### config.mk
export PLATFORM = sky130hd
export DESIGN_NAME = lik_sqrt
export DESIGN_NICKNAME = d
export VERILOG_FILES = /design/src/rtl/lik_pkg.sv /design/src/rtl/lik_sqrt_cell.sv /design/src/rtl/lik_sqrt.sv
export SDC_FILE = /design/constraint.sdc
export NUM_CORES = 2
export LEC_CHECK = 0
export BUFFER_PORTS_ARGS = -buffer_cell sky130_fd_sc_hd__clkbuf_2
export CORE_MARGIN = 8
export CORE_UTILIZATION = 56
export CTS_CLUSTER_DIAMETER = 200
export DETAILED_ROUTE_END_ITERATION = 10
export PLACE_DENSITY = 0.73
export SKIP_CTS_REPAIR_TIMING = 1
export SYNTH_ARGS = -nofsm -noshare
export SYNTH_HDL_FRONTEND = slang
export SYNTH_SLANG_ARGS = --single-unit
### constraint.sdc
create_clock -name clk -period 3 [get_ports clk]
set_input_delay 0.45 -clock clk [delete_from_list [all_inputs] [get_ports clk]]
set_output_delay 0.45 -clock clk [all_outputs]
set_load 0.01 [all_outputs]
### src/rtl/lik_pkg.sv
// shared constants, beat types and the arctangent table for the leg ik pipeline
// no dependencies
package lik_pkg;

    localparam int SQRT_STEPS   = 32;
    localparam int CORDIC_STEPS = 17;
    localparam int NORM_STAGES  = 4;
    localparam int ATAN_LAT     = NORM_STAGES + CORDIC_STEPS;
    localparam int FRONT_STAGES = 6;
    localparam int BACK_STAGES  = 3;
    localparam int LATENCY      = FRONT_STAGES + SQRT_STEPS + ATAN_LAT + BACK_STAGES;
    localparam int SIDE_DEPTH   = SQRT_STEPS + ATAN_LAT + 1;

    localparam int ATAN_IN_W = 36;
    localparam int NORM_W    = 33;
    localparam int CORDIC_W  = 35;
    localparam int ANGLE_W   = 20;
    localparam int SUM_W     = 23;

    localparam logic signed [ANGLE_W-1:0] HALF_PI_Q16 = 20'sd102944;
    localparam logic signed [SUM_W-1:0]   PI_Q16      = 23'sd205887;
    localparam logic signed [SUM_W-1:0]   TWO_PI_Q16  = 23'sd411774;

    localparam logic [15:0] HIP_RESET   = 16'd5243;
    localparam logic [15:0] THIGH_RESET = 16'd13959;
    localparam logic [15:0] CALF_RESET  = 16'd13959;

    typedef enum logic [1:0] {
        CFG_HIP   = 2'd0,
        CFG_THIGH = 2'd1,
        CFG_CALF  = 2'd2
    } cfg_index_t;

    typedef struct packed {
        logic [63:0] rad;
        logic [34:0] rem;
        logic [31:0] root;
    } sqrt_beat_t;

    typedef struct packed {
        logic signed [CORDIC_W-1:0] x;
        logic signed [CORDIC_W-1:0] y;
        logic signed [ANGLE_W-1:0]  z;
        logic                       zero;
    } cordic_beat_t;

    function automatic logic signed [ANGLE_W-1:0] atan_entry(input logic [4:0] idx);
        logic signed [ANGLE_W-1:0] v;
        case (idx)
            5'd0:    v = 20'sd51472;
            5'd1:    v = 20'sd30385;
            5'd2:    v = 20'sd16055;
            5'd3:    v = 20'sd8150;
            5'd4:    v = 20'sd4091;
            5'd5:    v = 20'sd2047;
            5'd6:    v = 20'sd1024;
            5'd7:    v = 20'sd512;
            5'd8:    v = 20'sd256;
            5'd9:    v = 20'sd128;
            5'd10:   v = 20'sd64;
            5'd11:   v = 20'sd32;
            5'd12:   v = 20'sd16;
            5'd13:   v = 20'sd8;
            5'd14:   v = 20'sd4;
            5'd15:   v = 20'sd2;
            5'd16:   v = 20'sd1;
            default: v = 20'sd0;
        endcase
        return v;
    endfunction

endpackage

### src/rtl/lik_sqrt_cell.sv
// one digit step of the integer square root chain
// depends on lik_pkg
module lik_sqrt_cell (
    input  logic                clk,
    input  lik_pkg::sqrt_beat_t beat_in,
    output lik_pkg::sqrt_beat_t beat_out
);

    lik_pkg::sqrt_beat_t beat_reg;
    lik_pkg::sqrt_beat_t beat_next;
    logic [34:0] rem_shift;
    logic [34:0] trial;
    logic        fits;

    always_comb
    begin
        rem_shift = {beat_in.rem[32:0], beat_in.rad[63:62]};
        trial     = {1'b0, beat_in.root, 2'b01};
        fits      = (rem_shift >= trial);
        beat_next.rad  = {beat_in.rad[61:0], 2'b00};
        beat_next.rem  = fits ? (rem_shift - trial) : rem_shift;
        beat_next.root = {beat_in.root[30:0], fits};
    end

    always_ff @(posedge clk)
    begin
        beat_reg <= beat_next;
    end

    assign beat_out = beat_reg;

endmodule

### src/rtl/lik_sqrt.sv
// floor square root of a 64-bit word as a chain of digit cells
// depends on lik_pkg and lik_sqrt_cell
module lik_sqrt (
    input  logic        clk,
    input  logic [63:0] radicand,
    output logic [31:0] root
);

    lik_pkg::sqrt_beat_t beats [0:lik_pkg::SQRT_STEPS];

    assign beats[0].rad  = radicand;
    assign beats[0].rem  = '0;
    assign beats[0].root = '0;

    for (genvar i = 0; i < lik_pkg::SQRT_STEPS; i++)
    begin : g_cell
        lik_sqrt_cell u_cell (
            .clk      (clk),
            .beat_in  (beats[i]),
            .beat_out (beats[i+1])
        );
    end

    assign root = beats[lik_pkg::SQRT_STEPS].root;

endmodule

# Word level (Yosys, flattened, before mapping)
# Cells that the tools add are included.
# classes
div_mod_pow	0
reduce_logical	0
bitwise_logic	0
n_eq_ne	0
n_addsub	31
multipliers	0
order_cmp	32
mux	31
shift	0
# op_table
op	n
$mux 33	30
$ge 35x10->1	1
$ge 35x11->1	1
$ge 35x12->1	1
$ge 35x13->1	1
$ge 35x14->1	1
$ge 35x15->1	1
$ge 35x16->1	1
$ge 35x17->1	1
$ge 35x18->1	1
$ge 35x19->1	1
$ge 35x20->1	1
$ge 35x21->1	1
$ge 35x22->1	1
$ge 35x23->1	1
$ge 35x24->1	1
$ge 35x25->1	1
$ge 35x26->1	1
$ge 35x27->1	1
$ge 35x28->1	1
$ge 35x29->1	1
$ge 35x3->1	1
$ge 35x30->1	1
$ge 35x31->1	1
other kinds (41)	41
# totals
memories	0
mem_bits_rw	0
latch_bits	0
romBits	0
inputBits	65
regBits	2513

# Logic depth before layout (Yosys ltp)
# logic_depth
ltp_word	2
ltp_mapped	15
mapped_depth_nobuf	13

# Cells and area by module
# From an unflattened synthesis, not the netlist that was laid out.
# hier_totals
cells_unflattened	16457
hier_area_um2	164122.4
# by_module_without_submodules
module	instances	seq_area_each_um2	area_each_um2	cells_each
lik_sqrt_cell at g_cell[21].u_cell ...	19	2582.5	5012.3	511
lik_sqrt_cell at g_cell[0].u_cell ...	13	2582.5	5298.8	519
lik_sqrt	1	0.0	3.8	1

# Least setup slack after synthesis
# No wires, ideal clock.
# synth_timing
path_kind	reg-to-reg
from	register g_cell[29].u_cell.beat_reg (netlist bit g_cell[29].u_cell.beat_out[3])
to	register g_cell[30].u_cell.beat_reg (netlist bit g_cell[30].u_cell.beat_out[64])
stages_incl_launch_ff	15
slack_ns	-0.252
path_buffers	1
t_arrival_ns	3.131
required_ns	2.879
path_cell_list	dfxtp_1 -> inv_1 -> ha_1 -> a21o_1 -> a21oi_1 -> or4b_1 -> a32oi_1 -> a21oi_1 -> a31oi_1 -> o21a_1 -> o211a_1 -> clkbuf_1 -> inv_2 -> o211a_1 -> mux2_2
# synth_rtl
element	line_no	source
start, declared	lik_sqrt_cell.sv:9	lik_pkg::sqrt_beat_t beat_reg;
start signal, assigned	lik_sqrt_cell.sv:27	beat_reg <= beat_next;
end signal, assigned	lik_sqrt_cell.sv:27	
end, declared	lik_sqrt_cell.sv:9	

==> results by group <==
Floorplan
  – Die area: around 180,000 um2
  – Initial Util: 0.5613
  – Die W: 419.0 um
  – I/O pin count: a little under 100
  – Core footprint: 162,000 um2
  – Site Rows: about 150
  – Die height: 419.0 um

STA
  – Worst setup margin: -0.2945 ns
  – Hold Violations, Final: 0
  – Final Cycle Share: 1.098
  – Worst slew pin tran: 0.7640 ns
  – Setup violations, final: 111
  – Max Freq: just over 0.3 GHz
  – Fin Hold WS: 0.2226 ns
  – Pins over their slew limit: 0
  – Setup Skew: between 0.04 and 0.05 ns
  – Tmin final: 3.294 ns
  – RSZ-0062 raised after global routing: true
  – Slew margin rel.: 0.4775

Power and ir drop
  – Power Dens Cells: 816.3 nW/um2
  – Pleak: 52.90 nW
  – Pwr Total: 0.09121 W
  – Peak supply drop: 0.0006628 V

Synth
  – Mean Syn Cell Area: 10.17 um2
  – Most common cell in the netlist: dfxtp_1
  – Largest cells by area after synthesis: dfxtp_1 55%, ha_1 7.7%, xor2_1 4.0%
  – Cells after Synth: 8,939
  – Synth Register Bits: approximately 2,500
  – Main flop type after synthesis: dfxtp_1
  – Synth async-reset ratio: 0
  – Net count after synthesis: 9,565
  – Commonest cells post-synth: 2,495 x dfxtp_1, 686 x inv_1, 663 x nand2_1, 561 x ha_1, 506 x a21oi_1
  – Sequential fraction of the synthesis area: 0.5492
  – Largest area contributor in the netlist: dfxtp_1
  – Post-synth EDFFs: 0
  – Synth cell types: 92
  – Cell area after synthesis: between 90,000 and 100,000 um2
  – Yosys warnings: 0
  – Area fraction of the dominant cell type after synthesis: 0.5492

Worst setup path
  – Slowest stage delay, CP: between 0.5 and 0.6 ns
  – CP top delay family: simple AND/OR/NAND/NOR gates
  – WP data required: 3.74 ns
  – CP Cell Sequence: or4_4 > nor4_4 > or3b_4 > or4_4 > a311oi_4 > nand2_2 > nor3_4 > a221o_2 > nor3_2 > xor2_1
  – Critical Path Slowest Stage Cell: or4_4
  – Critical-path maximum fanout: 7
  – Crit end category: flop
  – Worst path arrival time: 4.04 ns
  – WS Path Type: flop to flop
  – Worst Reg2Reg Path Length in Cells: 10
  – WP buf/inv: 0
  – Worst path most repeated cell: or4_4
  – Setup crit start kind: flop
  – Critical path depth in cells: 10

Detailed routing
  – Drt drc: 0
  – Routed Wire Length: 209,400 um
  – Total number of vias: 65,110
  – Post-DR vias/cell: about 5.3
  – Routed WL per cell: 17.08 um
  – Post-DRT Antenna Nets: 0
  – 1st-pass router iterations: 5
  – DRT iter0 DRCs: roughly 3,800

Final layout
  – Cell area after layout: 111,700 um2
  – Final antenna diode count: 0
  – Fin cells: between 10,000 and 15,000
  – Fin nets: 10,510
  – Layout area overhead: 22.85%
  – Layout cell share with drive strength beyond 1: 0.1915
  – Largest register FFs: between 2,000 and 2,500
  – Layout fillers: 11,850

Place
  – Inst Count DP: about 12,000
  – Pre-CTS WS: -0.4630 ns
  – Post-DP Area: ~100,000 um2
  – Detailed Place HPWL: 151,100 um
  – GPL Wtd Cong: 0.9345
  – Buffers on Ports: 96

Clocking
  – Number of CTS-inserted buffers: 234
  – H-tree Lvls: 4
  – Clock transition at path regs: 0.06 ns
  – Worst-Skew Late Latency: between 0.8 and 0.9 ns
  – CTS tree: built
  – Root Buffer: clkbuf_16
  – Clk sinks: around 2,500
  – Max clock buf depth: 3

Global route
  – Total GRT Usage: 0.2211
  – First-pass GRT wire length: approximately 320,000 um
  – GRT overflow: 0
  – Largest net degree at the start of global routing: 39
  – Antenna violations before repair: 0
  – Vias in the first global route: 64,180

Outcome
  – Status: finished with violations
  – Violated checks: negative setup slack

Job
  – Max_cap viols: 0

Worst hold path
  – Hold depth: 2
  – Hold/Removal Path Class: primary input to flop
[routing by layer]
layer	global-route usage	vias to the layer above	share of wire
met2	0.4042	1413	0.51
met3	0.03118	462	0.037
met1	0.2622	30780	0.42
li1	-	32460	-
met4	0.08403	0	0.035
met5	0	-	0
[placed cells by master (no fill, tap or decap), types with 32 or more instances in the layout]
cell type	instances
a21o_1	273
a21oi_1	458
a21oi_2	42
a31oi_1	36
and3_1	47
buf_4	668
buf_6	32
clkbuf_1	42
clkbuf_16	250
clkbuf_2	96
clkbuf_8	50
clkinv_2	45
dfxtp_1	2433
dfxtp_2	60
dlygate4sd3_1	65
ha_1	514
ha_4	41
inv_1	665
mux2_2	58
nand2_1	606
nand2_2	38
nand2b_1	108
nand3_1	151
nand4_1	101
nor2_1	462
nor2b_1	72
nor3_1	178
nor4_1	88
o21a_1	98
o21ai_0	379
o21ai_1	70
o21ai_2	50
o21bai_1	47
o31ai_1	43
or2_2	39
or3_1	80
or4_1	44
xnor2_1	373
xor2_1	412
[cell type report]
class	count	area [um2]	share of cell area
sequential	2495	50030	0.4478
inverter	695	2619	0.02344
multi-input combinational	5551	40670	0.3640
timing repair buffer	906	7442	0.06661
clock buffer	327	6726	0.06020
clock inverter	107	1524	0.01364
tap	2175	2721	0.02436
[final timing paths]
check | start | endpoint | slack (ns)
worst max-delay path | g_cell[7].u_cell.beat_out[52] | g_cell[8].u_cell.beat_out[64] | -0.29
worst min register to register | g_cell[9].u_cell.beat_out[111] | g_cell[10].u_cell.beat_out[113] | 0.30
worst min-delay path | radicand[0] | g_cell[0].u_cell.beat_out[69] | 0.22
worst max register to register | g_cell[7].u_cell.beat_out[52] | g_cell[8].u_cell.beat_out[64] | -0.29
[report_power, final]
| part | leakage, nW | total, W | internal (W) | switching, W |
|---|---|---|---|---|
| clock | 4.02 | 0.0306 | 0.0179 | 0.0127 |
| combinational | 28.0 | 0.0174 | 0.00834 | 0.00901 |
| sequential | 20.9 | 0.0433 | 0.0387 | 0.00462 |
| total | 52.9 | 0.0912 | 0.0649 | 0.0263 |
[cell families (layout without fill, tap and decap cells)]
family	count (synthesis)	after routing	share of synthesized area
xor gates and xnor gates	793	793	0.07636
buffers and inverters	895	2035	0.03846
other	1	1	0.00004123
DFF	2495	2495	0.5492
and+or+nand+nor	2318	2318	0.1263
muxes	82	82	0.009891
AOI/OAI and AO/OA	1794	1796	0.1226
adders and majority gates	561	561	0.07717
[per-stage QoR]
step	setup TNS [ns]	utilization
detailed placement	-32.37	0.6065
global route	-28.01	0.6896
global placement	-15.27	0.6065
finish	-11.05	0.6896
CTS	-45.65	0.6574
floorplan	-0.08969	-
Power figures use the tool's default switching activity.
